**src/rtl/core/fpcvt_pkg.sv**
```systemverilog
// Package for the fp32 format converter: format codes and field constants.
// Used by the conversion datapath, the top level and the checker.
package fpcvt_pkg;

  localparam int unsigned ElemWidth = 32;
  localparam int unsigned CfgWidth  = 3;

  typedef enum logic [2:0] {
    SRC_HALF   = 3'd0,
    SRC_BF16   = 3'd1,
    SRC_INT8   = 3'd2,
    SRC_SINGLE = 3'd3,
    SRC_NONE   = 3'd4
  } src_fmt_t;

  typedef enum logic [0:0] {
    TGT_SINGLE = 1'b0,
    TGT_OTHER  = 1'b1
  } tgt_fmt_t;

  typedef enum logic [0:0] {
    REG_SOURCE = 1'b0,
    REG_TARGET = 1'b1
  } reg_index_t;

  localparam logic [4:0] HalfExpMax = 5'h1F;
  localparam logic [7:0] ExpBias    = 8'd127;
  localparam logic [7:0] HalfBias   = 8'd15;

  // Position of the top set bit of a 10-bit value (value nonzero).
  function automatic logic [3:0] top_bit10(input logic [9:0] v);
    logic [3:0] p;
    p = 4'd0;
    for (int i = 0; i < 10; i++) begin
      if (v[i]) begin
        p = 4'(i);
      end
    end
    return p;
  endfunction

endpackage

```
**src/rtl/core/fpcvt_datapath.sv**
```systemverilog
// Combinational conversion of one raw element to a single-precision pattern.
// Depends on fpcvt_pkg.
module fpcvt_datapath (
  input  logic [fpcvt_pkg::ElemWidth-1:0] raw_element,
  input  logic [2:0]                      source_format,
  input  logic                            target_format,
  output logic [fpcvt_pkg::ElemWidth-1:0] single_bits,
  output logic                            unsupported
);
  import fpcvt_pkg::*;

  logic        h_sign;
  logic [4:0]  h_exp;
  logic [9:0]  h_sig;
  logic [3:0]  h_top;
  logic [31:0] half_bits;
  logic [7:0]  i_mag;
  logic [9:0]  i_mag10;
  logic [3:0]  i_top;
  logic [31:0] int_bits;
  logic [22:0] i_frac;
  logic [22:0] h_frac;

  // Half precision: split fields and renormalize subnormals.
  assign h_sign = raw_element[15];
  assign h_exp  = raw_element[14:10];
  assign h_sig  = raw_element[9:0];
  assign h_top  = top_bit10(h_sig);
  assign h_frac = 23'({h_sig, 13'd0} << (5'd10 - {1'b0, h_top}));

  always_comb begin
    if (h_exp == 5'd0) begin
      if (h_sig == 10'd0) begin
        half_bits = {h_sign, 31'd0};
      end else begin
        // Subnormal: exponent is 127 - 24 + top bit position.
        half_bits = {h_sign, 8'(8'd103 + {4'd0, h_top}), h_frac};
      end
    end else if (h_exp == HalfExpMax) begin
      half_bits = {h_sign, 8'hFF, h_sig, 13'd0};
    end else begin
      half_bits = {h_sign, 8'({3'd0, h_exp} - HalfBias + ExpBias), h_sig, 13'd0};
    end
  end

  // Signed int8: magnitude, then normalize.
  assign i_mag   = raw_element[7] ? 8'(~raw_element[7:0] + 8'd1) : raw_element[7:0];
  assign i_mag10 = {2'd0, i_mag};
  assign i_top   = top_bit10(i_mag10);
  assign i_frac  = 23'({i_mag10, 23'd0} >> i_top);

  always_comb begin
    if (raw_element[7:0] == 8'd0) begin
      int_bits = 32'd0;
    end else begin
      int_bits = {raw_element[7], 8'(ExpBias + {4'd0, i_top}), i_frac};
    end
  end

  // Format select.
  always_comb begin
    single_bits = '0;
    unsupported = 1'b0;
    if (target_format != TGT_SINGLE) begin
      unsupported = 1'b1;
    end else begin
      case (source_format)
        SRC_HALF:   single_bits = half_bits;
        SRC_BF16:   single_bits = {raw_element[15:0], 16'd0};
        SRC_INT8:   single_bits = int_bits;
        SRC_SINGLE: single_bits = raw_element;
        default:    unsupported = 1'b1;
      endcase
    end
  end

endmodule

```
**src/rtl/core/to_fp32_format_converter_unit.sv**
```systemverilog
// Top level of the fp32 format converter: config registers, input and result registers.
// Depends on fpcvt_pkg and fpcvt_datapath.
// A result strobes on done after passing the input register and the result register.
// Throughput: one element per cycle; busy is never raised, the datapath is a single pass.
// Reset: synchronous rst clears the format registers to half/single and the valid bits.
module to_fp32_format_converter_unit (
  input  logic                            clk,
  input  logic                            rst,
  input  logic                            start,
  output logic                            busy,
  input  logic [fpcvt_pkg::ElemWidth-1:0] raw_element,
  input  logic                            cfg_we,
  input  logic [0:0]                      cfg_index,
  input  logic [fpcvt_pkg::CfgWidth-1:0]  cfg_data,
  output logic                            done,
  output logic [fpcvt_pkg::ElemWidth-1:0] single_bits,
  output logic                            unsupported
);
  import fpcvt_pkg::*;

  logic [2:0]           source_format;
  logic                 target_format;
  logic                 in_valid;
  logic [ElemWidth-1:0] in_elem;
  logic [ElemWidth-1:0] conv_bits;
  logic                 conv_bad;

  assign busy = 1'b0;

  // Configuration registers.
  always_ff @(posedge clk) begin
    if (rst) begin
      source_format <= SRC_HALF;
      target_format <= TGT_SINGLE;
    end else if (cfg_we) begin
      case (cfg_index)
        REG_SOURCE: source_format <= cfg_data;
        REG_TARGET: target_format <= cfg_data[0];
        default: ;
      endcase
    end
  end

  // Input register.
  always_ff @(posedge clk) begin
    if (rst) begin
      in_valid <= 1'b0;
    end else begin
      in_valid <= start;
    end
  end

  always_ff @(posedge clk) begin
    if (start) begin
      in_elem <= raw_element;
    end
  end

  fpcvt_datapath u_dp (
    .raw_element  (in_elem),
    .source_format(source_format),
    .target_format(target_format),
    .single_bits  (conv_bits),
    .unsupported  (conv_bad)
  );

  // Result register.
  always_ff @(posedge clk) begin
    if (rst) begin
      done <= 1'b0;
    end else begin
      done <= in_valid;
    end
  end

  always_ff @(posedge clk) begin
    if (in_valid) begin
      single_bits <= conv_bits;
      unsupported <= conv_bad;
    end
  end

endmodule

```
**config.mk**
```make
export PLATFORM = sky130hd
export DESIGN_NAME = to_fp32_format_converter_unit
export DESIGN_NICKNAME = d
export VERILOG_FILES = /design/src/rtl/core/fpcvt_pkg.sv /design/src/rtl/core/fpcvt_datapath.sv /design/src/rtl/core/to_fp32_format_converter_unit.sv
export SDC_FILE = /design/constraint.sdc
export NUM_CORES = 1
export LEC_CHECK = 0
export BUFFER_PORTS_ARGS = -buffer_cell sky130_fd_sc_hd__buf_2
export CELL_PAD_IN_SITES_DETAIL_PLACEMENT = 1
export CELL_PAD_IN_SITES_GLOBAL_PLACEMENT = 2
export CORE_ASPECT_RATIO = 1.4
export CORE_MARGIN = 2
export CORE_UTILIZATION = 39
export DETAILED_ROUTE_END_ITERATION = 8
export GPL_TIMING_DRIVEN = 0
export PLACE_DENSITY_LB_ADDON = 0.1
export SYNTH_ARGS = -nofsm -noshare
export SYNTH_HDL_FRONTEND = slang
export SYNTH_SLANG_ARGS = --single-unit
```
**constraint.sdc**
```tcl
create_clock -name clk -period 10.5 [get_ports clk]
set_input_delay 2.1 -clock clk [delete_from_list [all_inputs] [get_ports clk]]
set_output_delay 2.1 -clock clk [all_outputs]
set_load 0.1 [all_outputs]
```
After elaboration in Yosys (flattened, before gate mapping)
Cells that the tools add are included.
{ "word_totals": {"output_inout_bits": 35, "in_bits": 40, "ff_bits": 71, "elab_cells": 51} }
{ "op_classes": {"addsub": 6, "n_eq_ne": 4, "muxes": 23, "n_reduce_logical": 7, "n_bitwise": 2, "shifts": 2} }
{ "ops": {"columns": ["cell", "count"], "rows": [
  ["$pmux W32 S4", 1],
  ["$mux W31", 3],
  ["$mux W32", 1],
  ["$shr A31 B3 Y23", 1],
  ["$mux W4", 6],
  ["$shl A23 B5 Y23", 1],
  ["$mux W3", 4],
  ["$logic_not A10 Y1", 1],
  ["$add A7 B3 Y8 const A", 1],
  ["$add A7 B4 Y8 const A", 1],
  ["$add A8 B1 Y8 const B", 1],
  ["$add A8 B7 Y8 const B", 1],
  ["$logic_not A8 Y1", 1],
  ["$mux W2", 4],
  ["$mux W8", 1],
  ["$not A8 Y8", 1],
  ["$eq A3 B2 Y1 const B", 2],
  ["$sub A5 B4 Y6 const B", 1],
  ["$eq A5 B5 Y1 const B", 1],
  ["$logic_not A5 Y1", 1],
  ["$sub A4 B4 Y5 const A", 1],
  ["$reduce_and A2 Y1", 2],
  ["$reduce_or A4 Y1", 1],
  ["$eq A3 B1 Y1 const B", 1],
  ["3 further kinds", 5]
]} }

Longest topological paths before layout
Gate-level depths: netlist of the first run.
{ "depth": {"depth_word": 14, "ltp_mapped": 15, "mapped_depth_nobuf": 12} }

Hierarchy
From an unflattened synthesis of the first run, not the netlist that was laid out.
{ "hier_totals": {"hier_cells": 428, "hier_area_um2": 4380.5} }
{ "by_module_without_submodules": {"columns": ["mod", "area_per_inst_um2", "seq_area_each_um2", "cells_each", "instances"], "rows": [
  ["to_fp32_format_converter_unit", 2192.1, 2072.0, 88, 1],
  ["fpcvt_datapath", 2188.3, 0.0, 340, 1]
]} }

Least setup slack after synthesis of the first run
Ideal clock, no wire load.
{ "synth_timing": {"path_kind": "register to register", "start": "reg in_elem[0]", "end": "reg single_bits[25] (netlist name), data pin", "setup_time_ps": 270, "stages_incl_launch_ff": 16, "arrival_ps": 3159, "t_required_ps": 10230, "setup_slack_ps": 7071, "n_path_buf": 3, "synth_period_minus_slack_ps": 3429, "path_cell_list": "edfxtp_1 -> clkbuf_1 -> inv_1 -> ha_1 -> or3b_2 -> buf_2 -> nand2_1 -> xnor2_1 -> a211oi_4 -> or2_4 -> buf_6 -> ha_1 -> ha_1 -> nor2_1 -> a221oi_1 -> a21oi_1"} }
{ "synth_between": {"elab_chain_cells": 13, "elab_cells_between_ends": 17, "cone_classes": "2 x add/sub; 12 x mux; 1 x bitwise; 2 x reduce/logical"} }
{ "synth_lines": {"columns": ["element", "line", "text"], "rows": [
  ["start, declared", "to_fp32_format_converter_unit.sv:24", "logic [ElemWidth-1:0] in_elem;"],
  ["start signal, assigned", "to_fp32_format_converter_unit.sv:55", "in_elem <= raw_element;"],
  ["$not A8 Y8", "fpcvt_datapath.sv:47", "assign i_mag = raw_element[7] ? 8'(~raw_element[7:0] + 8'd1) : raw_element[7:0];"],
  ["$add A8 B1 Y8", "fpcvt_datapath.sv:47", null],
  ["$mux W8", "fpcvt_datapath.sv:47", null],
  ["$mux W1", "fpcvt_pkg.sv:35", "if (v[i]) begin"],
  ["$mux W2 (2 in a row)", "fpcvt_pkg.sv:35", null],
  ["$mux W3 (4 in a row)", "fpcvt_pkg.sv:35", null],
  ["$add A7 B3 Y8", "fpcvt_datapath.sv:56", "int_bits = {raw_element[7], 8'(ExpBias + {4'd0, i_top}), i_frac};"],
  ["$mux W32", "fpcvt_datapath.sv:53", "if (raw_element[7:0] == 8'd0) begin"],
  ["$pmux W32 S4 *", "fpcvt_datapath.sv:67", "case (source_format)"],
  ["end signal, assigned", "to_fp32_format_converter_unit.sv:78", "single_bits <= conv_bits;"],
  ["end, declared", "to_fp32_format_converter_unit.sv:16", "output logic [fpcvt_pkg::ElemWidth-1:0] single_bits,"]
]} }
Mark *: on every way between the ends. The rest lies on a longest branch, timed or not.
A chain may end at the register's enable or synchronous reset.

Final worst setup path of the first run
Ends and elaborated chain as after synthesis.

==> results of run 1 <==
cell type report:
cell class | instances | area, µm² | area share (%)
Inverter | 14 | 52.6 | 1.01
Clock inverter | 6 | 93.8 | 1.80
Clock buffer | 10 | 229 | 4.39
Sequential cell | 71 | 2070 | 39.8
Multi-Input combinational cell | 310 | 2100 | 40.3
Tap cell | 141 | 176 | 3.38
Buffer | 27 | 120 | 2.30
Timing Repair Buffer | 73 | 365 | 7.01
power groups by stage:
stage	registers (mW)	clock network (mW)	logic (mW)
2_1_floorplan	0.403	0	0.127
3_3_place_gp	0.352	0	0.245
3_5_place_dp	0.353	0	0.247
4_1_cts	0.348	0.339	0.248
5_1_grt	0.350	0.348	0.267
6_report	0.347	0.333	0.249
final timing paths:
check,from,end,slack [ns],cells past startpoint
worst max-delay path,in_elem[0],single_bits[25],6.20,14
worst min-delay path,target_format,target_format,0.55,2
worst max register to register,in_elem[0],single_bits[25],6.20,14
worst min register to register,target_format,target_format,0.55,2
placed cells by master, fill, tap and decap left out, types with 11 or more instances in the layout:
master    instances
a21oi_1          21
a222oi_1         11
and2_1           15
buf_2            79
clkbuf_1         20
edfxtp_1         65
inv_1            12
nand2_1          20
nand3_1          13
nor2_1           36
nor2b_1          11
o21ai_0          24
registers in the layout, summed over array words and instances (netlist names):
signal,flops
in_elem,32
done,1
target_format,1
source_format,3
single_bits,32
unsupported,1
in_valid,1
synth_stat cells, drive strengths merged, types with 3 or more instances:
cell type  count
a211o          4
a211oi         6
a21oi         21
a221oi         3
a222oi        11
a22o           3
a22oi          9
a31o           4
a31oi          9
and2          15
and3           3
buf            8
clkbuf        19
dfxtp          6
edfxtp        65
ha             8
inv           12
mux2i          7
nand2         21
nand2b         5
nand3         13
nor2          36
nor2b         11
nor3           9
nor3b          4
o2111ai        4
o211ai         7
o21a           6
o21ai         26
o221ai         3
o31a           3
o31ai          5
or2            8
or4            3
xnor2          8
xor2           3
per-stage QoR:
| stage | instances | hold slack (ns) |
|---|---|---|
| after floorplan | 422 | 0.444 |
| after global placement | 636 | 0.535 |
| after detailed placement | 636 | 0.560 |
| after CTS | 652 | 0.567 |
| after global routing | 652 | 0.569 |
| final | 652 | 0.554 |
per-layer routing:
layer | global-route usage [%] | up-vias | routed length, µm
met4 | 15.1 | 0 | 731
met3 | 4.33 | 51 | 650
li1 | - | 1822 | -
met5 | 0 | - | 0
met1 | 28.3 | 1968 | 5430
met2 | 45.5 | 137 | 7820
logic make-up after synthesis:
logic type,Yosys count
muxes,9
buffers and inverters,41
and+or+nand+nor,137
AOI/OAI and AO/OA,144
other,1
DFF,71
adders and majority gates,8
xor gates and xnor gates,11
critical path, stage by stage, from the launching register on:
cell and delay (ns):
edfxtp_1 0.44, clkbuf_1 0.49, inv_1 0.28, ha_1 0.33, nand2b_1 0.21, xnor2_1 0.59, o21ai_0 0.33, a211oi_4 0.38
or2_4 0.20, buf_6 0.15, ha_1 0.17, ha_1 0.12, nor2_1 0.04, a221oi_1 0.20, a21oi_1 0.10
==> results by group, run 1 <==
Logic synthesis
  – Top cells by area, synth: edfxtp_1 45%, nor2_1 3.1%, dfxtp_1 2.8%
  – Mapped Area: 0.00435 mm²
  – Multiplexer share of the synthesized area: 2.65%
  – Post-Synth XOR/XNOR Area: 2.22%
  – Synth top area share: 44.9%
  – Syn_nets: 470
  – Mean Syn Cell Area: 10.3 µm²
  – Post-synthesis adder-cell area fraction: 2.30%
  – Synthesis Warnings: 0
  – Top_reg_cell synth: edfxtp_1
  – Mapped Cells: 422
  – Seq/Total Area, Yosys: 47.7%
  – Largest family of logic cells by synthesized area: compound AO/OA/AOI/OAI gates
  – Dominant cell type by area after synthesis: edfxtp_1
  – Post-synthesis register bit count: 71
  – Asr flop ratio synth: 0%
  – Unique masters post-synth: 69
  – EDFF count, synth: 65
  – Synth Area in Simple Gates: 16.6%
  – Compound-Gate Fraction of Synth Area: 24.5%

Route
  – # DRC: 0
  – Final wirelength: 14600 µm
  – Initial DRC Count: 326
  – DR WL/cell: 22.4 µm
  – Via Count: 3978
  – Vias/cell: 6.10
  – Final antenna-violating net count: 0
  – Drt first pass iters: 6

Clocking
  – Cts repair resizes: 0
  – CTS Buf Count: 9
  – Number of clock sinks: 71
  – Htree depth: 3
  – CTS tree: done
  – CTS Hold Buffers Added: 0
  – Post-CTS Setup Repair Bufs: 0
  – Clock latency on the worst-skew pair: 0.34 ns
  – Bufs on Longest Clock Path: 2
  – Clock-pin slew on the worst setup and hold paths: 0.06 ns
  – Root Buffer Master: clkbuf_16

GRT
  – Grt ovf: 0
  – Global-route wire length before repair: 22900 µm
  – Initial antenna violation count: 0
  – Gr usage total: 25.6%
  – Largest net degree at the start of global routing: 35
  – Vias in the first global route: 4203

Worst setup path
  – Critical path arrival: 4.37 ns
  – WP data required: 10.57 ns
  – CP Launch Type: flop
  – Crit-path max FO: 10
  – Crit Path Category: reg -> reg
  – Endpoint class of the critical path: flop

Place
  – Final HPWL DP: 10900 µm
  – IO Port Bufs: 73
  – Post-DP Area: 0.00489 mm²
  – GP Congestion: 0.962
  – Worst Setup Slack post-DPL: 6.22 ns

Timing
  – Count of final hold-check violations: 0
  – Final min period: 4.30 ns
  – Slew @ Worst Pin: 1.10 ns
  – Tcrit/Tclk final: 40.9%
  – Clock skew: 0.00936 ns
  – Max Freq: 233 MHz
  – Relative slew margins: 25.6%
  – Finish-stage setup viols: 0
  – RSZ-0062 raised after global routing: false
  – Setup TNS: 0 ns
  – Final Slew Violations: 0
  – Min setup slack post-route: 6.20 ns

Power and ir drop
  – Sequential share of power: 37.3%
  – Power, Total: 929 µW
  – Pwr Density: 178 mW/mm²
  – Switching power: 315 µW
  – Switching share of total power: 33.8%
  – Clock share of power: 35.9%
  – Power Internal: 615 µW
  – Leak pwr: 1.94 nW
  – Max VDD drop: 0.000125 V
  – Comb pwr share: 26.8%

Run status
  – Outcome: completed

Die
  – Die height: 129 µm
  – Die area: 0.0120 mm²
  – Row count: 45
  – Starting Density: 40.0%
  – Die X: 93.2 µm
  – # IOs: 75
  – Core Area: 0.0109 mm²

Finish
  – Area grow syn2layout: 19.9%
  – Final instance area: 0.00521 mm²
  – Fin util: 48.0%
  – Ant. Diodes: 0
  – Fill cell count: 1243
  – Layout cells sized above 1: 23.3%
  – Nets: 554

Job
  – Max-cap violations: 0

Min path
  – Class of the worst hold path: reg -> reg
No activity file was read; power rests on OpenSTA's default activity.
==> run 2: changes to the inputs <==
Settings changed: CORE_UTILIZATION 39 to 32.
Clock period 10.5 ns to 3.9 ns, I/O delays scaled along.
==> run 2 against run 1 <==
Effect of this change: clock power rose to 2.5 times the previous value; critical path type unchanged; total power rose to 2.6 times the previous value; highest routed layer unchanged; register-to-register slack got worse by 5.9 ns; largest power group unchanged.
==> results by group, run 2 (synthesis results as in run 1) <==
Run status
  – Outcome: completed

Timing
  – Count of final hold-check violations: 0 (unchanged)
  – Tcrit/Tclk final: 93.5% (+53 points)
  – Max Freq: 274 MHz (+18%)
  – Relative slew margins: 26.2% (+0.62 points)
  – RSZ-0062 raised after global routing: false
  – Final min period: 3.65 ns (-0.652 ns)
  – Final Slew Violations: 0 (unchanged)
  – Clock skew: 0.0123 ns (+0.00295 ns)
  – Min setup slack post-route: 0.253 ns (-5.95 ns)
  – Final hold slack: 0.577 ns (+0.0231 ns)
  – Setup TNS: 0 ns (unchanged)
  – Slew @ Worst Pin: 1.09 ns (-0.00921 ns)
  – Finish-stage setup viols: 0 (unchanged)

Place
  – Post-DP Area: 0.00494 mm² (+1.0%)
  – Final HPWL DP: 11500 µm (+5.2%)
  – Dpl cells: 677 (+6.4%)
  – Worst Setup Slack post-DPL: -0.473 ns (-6.70 ns)
  – GP Congestion: 0.859 (-11%)
  – IO Port Bufs: 73 (unchanged)

Route
  – Drt first pass iters: 5 (-1)
  – Final wirelength: 15400 µm (+5.2%)
  – Via Count: 3940 (-0.96%)
  – # DRC: 0 (unchanged)
  – Final antenna-violating net count: 0 (unchanged)
  – Vias/cell: 5.69 (-6.8%)
  – DR WL/cell: 22.2 µm (-1.0%)
  – Initial DRC Count: 294 (-9.8%)

Power and ir drop
  – Pwr Density: 466 mW/mm² (+160%)
  – Leak pwr: 1.94 nW (+0.14%)
  – Power, Total: 2.45 mW (+160%)
  – Max VDD drop: 0.000217 V (+73%)

Finish
  – Largest registers: in_elem (32), single_bits (32), source_format (3)
  – Ant. Diodes: 0 (unchanged)
  – Fill cell count: 1530 (+23%)
  – Final instance area: 0.00527 mm² (+1.1%)
  – Most common cell after layout, fill and taps aside: buf_2
  – Final cell count without fillers: 693 (+6.3%)
  – Nets: 554 (unchanged)
  – Fin util: 39.5% (-8.4 points)
  – Layout cells sized above 1: 24.7% (+1.4 points)
  – Area grow syn2layout: 21.2%
  – Most frequent cells in the layout: 79 x buf_2, 65 x edfxtp_1, 36 x nor2_1

GRT
  – Largest net degree at the start of global routing: 35 (unchanged)
  – Grt ovf: 0 (unchanged)
  – Initial antenna violation count: 0 (unchanged)
  – Global-route wire length before repair: 24000 µm (+4.5%)
  – Vias in the first global route: 4197 (-0.14%)
  – Gr usage total: 22.2% (-3.4 points)

Job
  – Max-cap violations: 0 (unchanged)

Worst setup path
  – Reg2reg setup slack: 0.25 ns (-5.95 ns)
  – Crit-path max FO: 10 (unchanged)
  – Endpoint class of the critical path: flop
  – Crit Path Category: reg -> reg
  – CP Launch Type: flop
  – Critical path arrival: 3.72 ns (-0.65 ns)
  – Crit-path max cell delay: 0.44 ns (-0.15 ns)
  – Critical-path cell list: buf_2, inv_2, ha_2, or3b_2, buf_2, nand2_1, xnor2_2, a211oi_4, or2_4, buf_6, ha_1, ha_1, nor2_1, a221oi_1, a21oi_1
  – WP data required: 3.97 ns (-6.60 ns)
  – CP max stage cell: or3b_2

Die
  – Die area: 0.0145 mm² (+21%)
  – Starting Density: 32.6% (-7.4 points)
  – Die height: 142 µm (+10%)
  – Die X: 103 µm (+10%)
  – Row count: 50 (+11%)
  – # IOs: 75 (unchanged)
  – Core Area: 0.0133 mm² (+23%)

Clocking
  – Clock latency on the worst-skew pair: 0.34 ns (about the same)
  – Clock-pin slew on the worst setup and hold paths: 0.06 ns (about the same)
  – Number of clock sinks: 71 (unchanged)
  – CTS Buf Count: 9 (unchanged)
  – CTS Hold Buffers Added: 0 (unchanged)
  – CTS tree: done
  – Bufs on Longest Clock Path: 2 (unchanged)
  – Htree depth: 3 (unchanged)
  – Root Buffer Master: clkbuf_16

Min path
  – Class of the worst hold path: reg -> reg
## run 2: final cells by class
class | count | area (µm²) | area share (%)
Tap cell | 182 | 228 | 4.32
Clock buffer | 10 | 229 | 4.34
Buffer | 26 | 118 | 2.23
Timing Repair Buffer | 74 | 373 | 7.08
Multi-Input combinational cell | 310 | 2130 | 40.3
Inverter | 14 | 56.3 | 1.07
Clock inverter | 6 | 67.6 | 1.28
Sequential cell | 71 | 2070 | 39.3
## run 2: critical path: cells and delay by family (launching register included)
family | cells | cell delay [ns]
and+or+nand+nor | 4 | 0.90
buffers and inverters | 4 | 0.71
adders and majority gates | 3 | 0.69
AOI/OAI and AO/OA | 3 | 0.46
DFF | 1 | 0.40
xor gates and xnor gates | 1 | 0.20
## run 2: worst paths after layout
kind / start / cells past startpoint / endpoint
worst max register to register: in_elem[1] / 15 / single_bits[25]
worst min register to register: target_format / 2 / target_format
worst min-delay path: target_format / 2 / target_format
worst max-delay path: in_elem[1] / 15 / single_bits[25]
## run 2: power breakdown
part | switching [mW] | internal (mW) | leakage [nW] | total (mW)
combinational | 0.488 | 0.200 | 1.12 | 0.688
sequential | 0.0387 | 0.895 | 0.674 | 0.933
clock | 0.334 | 0.499 | 0.141 | 0.833
## run 2: layer usage
layer / vias up / global-route usage [%] / wire [µm]
li1: 1824 / - / -
met1: 1964 / 24.8 / 5920
met2: 111 / 39.8 / 8230
met3: 41 / 3.00 / 477
met4: 0 / 11.9 / 761
met5: - / 0 / 0
## run 2: timing repair
action | CTS | global route
gates resized for setup | 1 | 8
setup buffers | 1 | 0
endpoints found under the setup margin | 9 | 7
hold endpoints to repair | 0 | 0
pin swaps | 0 | 0
